[config.mk]
export PLATFORM = sky130hd
export DESIGN_NAME = fse_div
export DESIGN_NICKNAME = d
export VERILOG_FILES = /design/src/rtl/fse_pkg.sv /design/src/rtl/fse_div.sv
export SDC_FILE = /design/constraint.sdc
export NUM_CORES = 1
export LEC_CHECK = 0
export BUFFER_PORTS_ARGS = -buffer_cell sky130_fd_sc_hd__buf_2
export CAP_MARGIN = 25
export CORE_UTILIZATION = 45
export CTS_BUF_LIST = sky130_fd_sc_hd__clkbuf_16
export CTS_CLUSTER_DIAMETER = 40
export CTS_CLUSTER_SIZE = 30
export DETAILED_ROUTE_END_ITERATION = 6
export GPL_TIMING_DRIVEN = 0
export PLACE_DENSITY = 0.67
export SETUP_SLACK_MARGIN = 0.02
export SYNTH_ARGS = -nofsm -noshare
export SYNTH_HDL_FRONTEND = slang
export SYNTH_SLANG_ARGS = --single-unit
[constraint.sdc]
create_clock -name clk -period 5.77 [get_ports clk]
set_input_delay 0.8655 -clock clk [delete_from_list [all_inputs] [get_ports clk]]
set_output_delay 0.8655 -clock clk [all_outputs]
set_load 0.02 [all_outputs]
[src/rtl/fse_pkg.sv]
package fse_pkg;

  localparam int COUNT_BITS = 16;
  localparam int PROB_BITS  = 17;
  localparam int FRAC_BITS  = 16;
  localparam int LOG_BITS   = 21;
  localparam int OUT_BITS   = 17;
  localparam int LANES      = 4;
  localparam logic [PROB_BITS-1:0] ONE_Q16 = 17'h10000;

  // Unsigned Q1.16 probability, saturated to 1.0.
  typedef logic [PROB_BITS-1:0] prob_t;

  // Index of the top set bit of a nonzero 16-bit value.
  function automatic logic [3:0] top_bit(input logic [15:0] v);
    logic [3:0] e;
    e = 4'd0;
    for (int i = 0; i < 16; i++) begin
      if (v[i]) begin
        e = 4'(i);
      end
    end
    return e;
  endfunction

endpackage

[src/rtl/fse_div.sv]
// Pipelined restoring divider: one quotient bit per stage.
// Computes floor(count * 2^16 / depth) for count < depth, saturated to 1.0 otherwise.
module fse_div import fse_pkg::*; (
  input  logic                  clk,
  input  logic                  en,
  input  logic [COUNT_BITS-1:0] count,
  input  logic [COUNT_BITS-1:0] depth,
  output prob_t                 prob
);

  localparam int STEPS = FRAC_BITS;

  logic [COUNT_BITS:0]   rem_q [STEPS+1];
  logic [FRAC_BITS-1:0]  quo_q [STEPS+1];
  logic [COUNT_BITS-1:0] den_q [STEPS+1];
  logic                  sat_q [STEPS+1];

  // Stage zero: load remainder with count
  always_comb begin
    rem_q[0] = {1'b0, count};
    quo_q[0] = '0;
    den_q[0] = depth;
    sat_q[0] = (count >= depth);
  end

  for (genvar s = 0; s < STEPS; s++) begin : g_step
    logic [COUNT_BITS+1:0] sh;
    logic [COUNT_BITS+1:0] diff;
    assign sh   = {rem_q[s], 1'b0};
    assign diff = sh - {2'b00, den_q[s]};
    always_ff @(posedge clk) begin
      if (en) begin
        den_q[s+1] <= den_q[s];
        sat_q[s+1] <= sat_q[s];
        if (!diff[COUNT_BITS+1]) begin
          rem_q[s+1] <= diff[COUNT_BITS:0];
          quo_q[s+1] <= {quo_q[s][FRAC_BITS-2:0], 1'b1};
        end else begin
          rem_q[s+1] <= sh[COUNT_BITS:0];
          quo_q[s+1] <= {quo_q[s][FRAC_BITS-2:0], 1'b0};
        end
      end
    end
  end

  assign prob = sat_q[STEPS] ? ONE_Q16 : {1'b0, quo_q[STEPS]};

endmodule

# --- After elaboration in Yosys (flattened, before gate mapping) ---
# Cells that the tools add are included.
classes:
  addsub: 16
  order_cmp: 1
  mux: 32
op_table:
  columns: ["cell", "count"]
  rows:
  - ["17-bit 2-to-1 mux", 16]
  - ["18-bit by 16-bit subtractor with 18-bit output", 15]
  - ["17-bit by 16-bit subtractor with 18-bit output", 1]
  - ["16-bit greater-or-equal comparator", 1]
  - ["1-bit 2-to-1 mux", 16]
totals:
  register_bits: 647
  input_bits: 34

# --- Logic depth before layout (Yosys ltp) ---
# Gate-level depths: netlist of run 1.
logic_depth:
  word_depth: 2
  ltp_mapped: 13

# --- Worst setup path before layout of run 1 ---
# Ideal clock, no wire load.
synth_path:
  path_type: "input to register"
  startpoint: "input depth[6]"
  endpoint: "register rem_q (netlist bit g_step[1].sh[14]), data pin"
  setup_ps: 268
  t_arrival_ps: 2819
  required_ps: 5502
  slack_ps: 2684
  stages: 9
  cell_sequence: "inv_1 -> ha_1 -> a21oi_1 -> o21ai_0 -> a211oi_1 -> o21ai_1 -> buf_2 -> buf_2 -> o22ai_1"
synth_between:
  elab_chain_len: 2
synth_rtl:
  columns: ["element", "line_no", "source"]
  rows:
  - ["from (decl)", "fse_div.sv:7", "input logic [COUNT_BITS-1:0] depth,"]
  - ["17-bit by 16-bit subtractor with 18-bit output", "fse_div.sv:30", "assign diff = sh - {2'b00, den_q[s]};"]
  - ["17-bit 2-to-1 mux", "fse_div.sv:35", "if (!diff[COUNT_BITS+1]) begin"]
  - ["to (signal, indexed assignment)", "fse_div.sv:36", "rem_q[s+1] <= diff[COUNT_BITS:0];"]
  - ["to (signal, indexed assignment)", "fse_div.sv:39", "rem_q[s+1] <= sh[COUNT_BITS:0];"]
  - ["to (decl)", "fse_div.sv:13", "logic [COUNT_BITS:0] rem_q [STEPS+1];"]
# No other way between the ends.
# A chain may end at the register's enable or synchronous reset.

# --- Final worst setup path of run 1 ---
layout_path:
  startpoint: "register den_q[81] (netlist bit)"
  endpoint: "register rem_q (netlist bit g_step[12].sh[11]), data pin"
layout_between:
  elab_chain_len: 2
layout_rtl:
  columns: ["element", "line_no", "source"]
  rows:
  - ["from (decl)", "fse_div.sv:15", "logic [COUNT_BITS-1:0] den_q [STEPS+1];"]
  - ["from (signal, indexed assignment)", "fse_div.sv:33", "den_q[s+1] <= den_q[s];"]
  - ["18-bit by 16-bit subtractor with 18-bit output", "fse_div.sv:30", null]
  - ["17-bit 2-to-1 mux", "fse_div.sv:35", null]
# No other way between the ends.

==> run metrics, run 1 <==
fin crit period 3.673 ns; antenna violations before repair 0; Initial DRT Pass Iterations 7; GRT Overall Usage 16.28%; core area 78,870 um2; Yosys warnings 0; crit-path max FO 10; crit end category flop; via count 22,700; Area after DPL 37,530 um2; CTS tree yes; Yosys reg bits 647; CTS max path bufs 3; IO Pins 51; Slowest cell on crit path a31oi_1; die height 284.1 um; critical path class flop to flop; largest net degree at the start of global routing 135; Top delay family on crit path compound AO/OA/AOI/OAI gates; final hold vios 0; fin area 41,130 um2; area grow syn2layout 14.85%; most frequent cells in the layout edfxtp_1 (647), inv_1 (296), ha_1 (256); post-cts sizing count 0; TritonCTS buffer count 102; crit path cell chain inv_1 -> ha_1 -> nor2b_1 -> o21ai_0 -> o21ai_1 -> a31oi_1 -> a221oi_1 -> a21oi_2 -> buf_4 -> mux2_2; met1 wire length 22,200 um; share of flip-flops with an asynchronous set or reset 0%; via/cell ratio 5.320; Worst IR Drop VDD 0.0003312 V; Hold Buf Count CTS 0; Worst Skew 0.04277 ns; wire length on met2 39,350 um; Rel. slew slack 44.15%; gpl congestion 0.8538; post-synth top area cell edfxtp_1; I/O Buffers 50; routed wire length 65,750 um; Seq/Total Area, Yosys 54.25%; Critical Path AT 4.07 ns; leakage 16.77 nW; area of the die 80,720 um2; iteration-0 DRC count of the detailed router 931; Slew Limit Fails 0; Register-to-Register Path Depth 10; Clock transition at path regs 0.06 ns; H-tree depth 3; RSZ-0062 raised after global routing false; Top FF cell, synth edfxtp_1; Syn Inst Count 2,967; Sink Count 647; commonest non-fill, non-tap cell in the layout edfxtp_1; row count 103; CP startpoint kind flop; Max Clk Rate 272.2 MHz; ant diodes 0; max_cap viols 0; DR WL/cell 15.41 um; Synth top area share 54.25%; number of setup buffers added after CTS 0; Util after Layout 52.15%; hold path cells 1; fin crit share 63.66%; DRC viols 2; Final nets 3,432; Synthesized Nets 3,272; worst hold path class primary input to flop; Avg Cell Area, Syn 12.07 um2; post-route ant nets 0; Congestion Overflow GR 0; Stages on worst setup path 10; vias in the first global route 23,810; Synth cell types 85; max incr delay on CP 0.60 ns; routed wl met3 1849 um; Setup Viol. Count Final 0; Power Dens Cells 585.3 nW/um2; starting density of the core 45.41%; status finished with violations; Critical Path RT 6.16 ns; clk_lat worst skew 0.66 ns; Tightest Pin Transition 0.8322 ns; highest routed metal layer met4; number of flops mapped to enable cells by yosys 647; clock tree root driver cell clkbuf_16; HPWL Detailed 48,600 um; first-pass GRT wire length 108,200 um; layout cells sized above 1 13.62%; CP bufs+invs 2; top post-synthesis cells by area edfxtp_1 (54%), ha_1 (8.9%), mux2_2 (3.4%); Post-Syn Area 35,820 um2; DIE WIDTH 284.1 um; failing checks design-rule violations
==> cells by family after synthesis <==
group	synth area share (%)
flip-flops	54.25
XOR/XNOR	4.545
multiplexers	5.135
AO/OA/AOI/OAI	14.38
adder cells (fa/ha/maj)	9.782
AND/OR/NAND/NOR	7.965
buffers and inverters	3.951
==> where the power goes <==
group          internal (mW)  switching (mW)  total, mW
Clock                   3.75            2.44       6.19
Sequential              7.05           0.577       7.63
Combinational           4.81            5.46       10.3
Total                   15.6            8.47       24.1
==> worst register-to-register path: cells and delay by family, from the launching register on <==
family	cells	cell delay, ns
multiplexers	1	0.37
flip-flops	1	0.42
adder cells (fa/ha/maj)	1	0.22
AO/OA/AOI/OAI	5	1.88
AND/OR/NAND/NOR	1	0.12
buffers and inverters	2	0.42
==> layout make-up <==
cell class | count | area [um2]
plain buffers | 51 | 281.5
repair buffers | 56 | 401.6
well taps | 1050 | 1314
fillers | 6710 | 37740
clock inverters | 89 | 1001
flip-flops and latches | 647 | 19430
multi-input cells | 1971 | 14970
inverters | 298 | 1134
clock buffers | 104 | 2603
==> state kept, by name, indices dropped and copies added (netlist names) <==
| name | count |
|---|---|
| den_q | 240 |
| g_step.sh | 255 |
| sat_q | 16 |
| quo_q | 136 |
==> layer usage <==
| metal | global-route usage, % | vias up |
|---|---|---|
| li1 | - | 11420 |
| met1 | 13.61 | 10790 |
| met2 | 35.50 | 330 |
| met3 | 2.753 | 165 |
| met4 | 7.151 | 0 |
| met5 | 0 | - |
==> cell usage after synthesis (14+ instances only) <==
| cell | count |
|---|---|
| a211oi_1 | 24 |
| o31a_1 | 21 |
| fa_1 | 15 |
| o21ai_0 | 168 |
| o2111ai_1 | 14 |
| and2_1 | 32 |
| nor3_1 | 25 |
| mux2_4 | 28 |
| a21oi_1 | 208 |
| nor2_1 | 120 |
| mux2i_1 | 18 |
| o211ai_1 | 22 |
| nand2_1 | 177 |
| ha_1 | 256 |
| o21a_1 | 58 |
| nand3_1 | 30 |
| nand2b_1 | 33 |
| nor2b_1 | 71 |
| inv_1 | 294 |
| xor2_1 | 73 |
| a21o_1 | 91 |
| clkbuf_1 | 24 |
| a211o_1 | 25 |
| and3_1 | 19 |
| buf_2 | 15 |
| or3_1 | 17 |
| edfxtp_1 | 647 |
| xnor2_1 | 111 |
| a31oi_1 | 24 |
| o31ai_1 | 14 |
| mux2_2 | 109 |
==> final timing paths <==
path	start	slack (ns)	endpoint
max	den_q[81]	2.10	g_step[12].sh[11]
min	depth[14]	0.39	den_q[254]
max reg2reg	den_q[81]	2.10	g_step[12].sh[11]
min reg2reg	quo_q[192]	0.41	quo_q[177]
==> metrics by stage <==
step	cells	power, mW	worst slack, ns	TNS, ns	hold WS, ns
global placement	4067	17.84	-6.081	-3875.47	0.4002
detailed placement	4073	17.97	1.592	0	0.4045
CTS	4266	24.29	2.008	0	0.3543
global route	4266	25.63	1.774	0	0.3607
floorplan	2967	15.62	2.684	0	0.4003
finish	4266	24.08	2.097	0	0.3916
No activity file was read; power rests on OpenSTA's default activity.
==> run 2: changes to the inputs <==
==> constraint.sdc (replaced) <==
create_clock -name clk -period 3.4 [get_ports clk]
set_input_delay 0.51 -clock clk [delete_from_list [all_inputs] [get_ports clk]]
set_output_delay 0.51 -clock clk [all_outputs]
set_load 0.02 [all_outputs]
==> run 2 against run 1 <==
Effect of this change:
- the run still ends with design-rule violations left
- core utilization up 0.26 points
- non-clock buffer count rose by 7
- clock skew shrank 0.00093 ns
- maximum frequency is 14% higher
- sequential cell count is the same
- register-to-register slack worse by 1.9 ns
- setup slack worse by 1.9 ns
- critical path type unchanged
==> run metrics, run 2 (synthesis results as in run 1) <==
starting density of the core 45.41%; GRT Overall Usage 16.31%; fin area 41,340 um2; status finished with violations; largest net degree at the start of global routing 135; fin crit period 3.231 ns; post-route ant nets 0; fin crit share 95.03%; area of the die 80,720 um2; total power 41.24 mW; clk_lat worst skew 0.66 ns; RSZ-0062 raised after global routing false; Max Clk Rate 309.5 MHz; Power Dens Cells 997.5 nW/um2; placed instance count 4,073; Worst IR Drop VDD 0.0005644 V; Hold Slack 0.03966 ns; gpl congestion 0.8538; via count 22,790; Rel. slew slack 44.20%; Setup Viol. Count Final 0; core area 78,870 um2; H-tree depth 3; Final nets 3,439; leakage 16.83 nW; clock tree root driver cell clkbuf_16; DR WL/cell 15.45 um; final hold vios 0; CTS max path bufs 3; pre-CTS setup slack -0.4228 ns; Initial DRT Pass Iterations 7; most frequent CP cell clkbuf_1; max reg flops 255; DRC viols 2; FILL cells 6,685; via/cell ratio 5.334; post-route insts no fill 4,273; vias in the first global route 23,850; TritonCTS buffer count 102; Critical Path RT 3.78 ns; Worst Skew 0.04184 ns; DIE WIDTH 284.1 um; Slew Limit Fails 0; Congestion Overflow GR 0; Area after DPL 37,530 um2; die height 284.1 um; critical path class flop to flop; routed wire length 66,010 um; Clock transition at path regs 0.06 ns; max incr delay on CP 0.51 ns; setup slack, reg-to-reg 0.17 ns; CTS tree yes; worst hold path class primary input to flop; Slowest cell on crit path clkbuf_1; IO Pins 51; first-pass GRT wire length 108,400 um; Critical Path AT 3.61 ns; Final WS setup 0.1689 ns; TNS Setup 0 ns; CP startpoint kind flop; crit end category flop; area grow syn2layout 15.43%; row count 103; most frequent cells in the layout edfxtp_1 (647), inv_1 (296), ha_1 (256); Tightest Pin Transition 0.8314 ns; antenna violations before repair 0; Sink Count 647; crit-path max FO 10; I/O Buffers 50; commonest non-fill, non-tap cell in the layout edfxtp_1; iteration-0 DRC count of the detailed router 905; max_cap viols 0; ant diodes 0; failing checks design-rule violations; HPWL Detailed 48,600 um; Util after Layout 52.42%; layout cells sized above 1 14.06%; crit path cell chain inv_1 -> ha_1 -> clkbuf_1 -> a21o_1 -> o21ba_2 -> nand2b_1 -> a2111o_1 -> o211ai_1 -> buf_2 -> clkbuf_1 -> o21ai_0
run 2: changes by cell type in the layout (fill, tap and decap cells not counted), sizes merged:
cell | before | now
buf | 83 | 89
dlygate4sd3 | 0 | 1
run 2: report_power, final:
part / internal (mW) / switching, mW
Combinational: 8.35 / 9.43
Clock: 6.36 / 4.14
Sequential: 12.0 / 0.988
Total: 26.7 / 14.6
run 2: critical path: cells and delay by family (launching register included):
kind	cells	cell delay (ns)
AOI/OAI and AO/OA	5	1.15
adders and majority gates	1	0.23
DFF	1	0.43
and+or+nand+nor	1	0.06
buffers and inverters	4	1.07
run 2: worst paths after layout:
kind / cells past startpoint / start / end
max reg2reg: 11 / den_q[252] / g_step[2].sh[12]
max: 11 / den_q[252] / g_step[2].sh[12]
min reg2reg: 0 / quo_q[192] / quo_q[177]
min: 1 / depth[15] / den_q[255]
run 2: final cells by class:
cell class | count | area (um2) | area share (%)
tap | 1050 | 1314 | 3.178
clock buffer | 104 | 2603 | 6.295
multi-input combinational | 1971 | 15110 | 36.55
inverter | 298 | 1134 | 2.742
clock inverter | 89 | 1001 | 2.421
sequential | 647 | 19430 | 47.00
buffer | 51 | 281.5 | 0.6810
timing repair buffer | 63 | 469.2 | 1.135
run 2: repair_timing:
action | in CTS | in global routing
buffers inserted | 1 | 5
endpoints found under the setup margin | 62 | 41
hold buffers | 1 | 0
endpoints found under the hold margin | 1 | 0
resized for setup | 10 | 10
pin swaps | 1 | 2
run 2: layer usage:
metal	GRT usage [%]	part of all wire, %	vias up
li1	-	-	11430
met4	7.312	4.0	0
met5	0	0	-
met2	35.48	59	354
met1	13.66	34	10840
met3	2.753	2.9	174
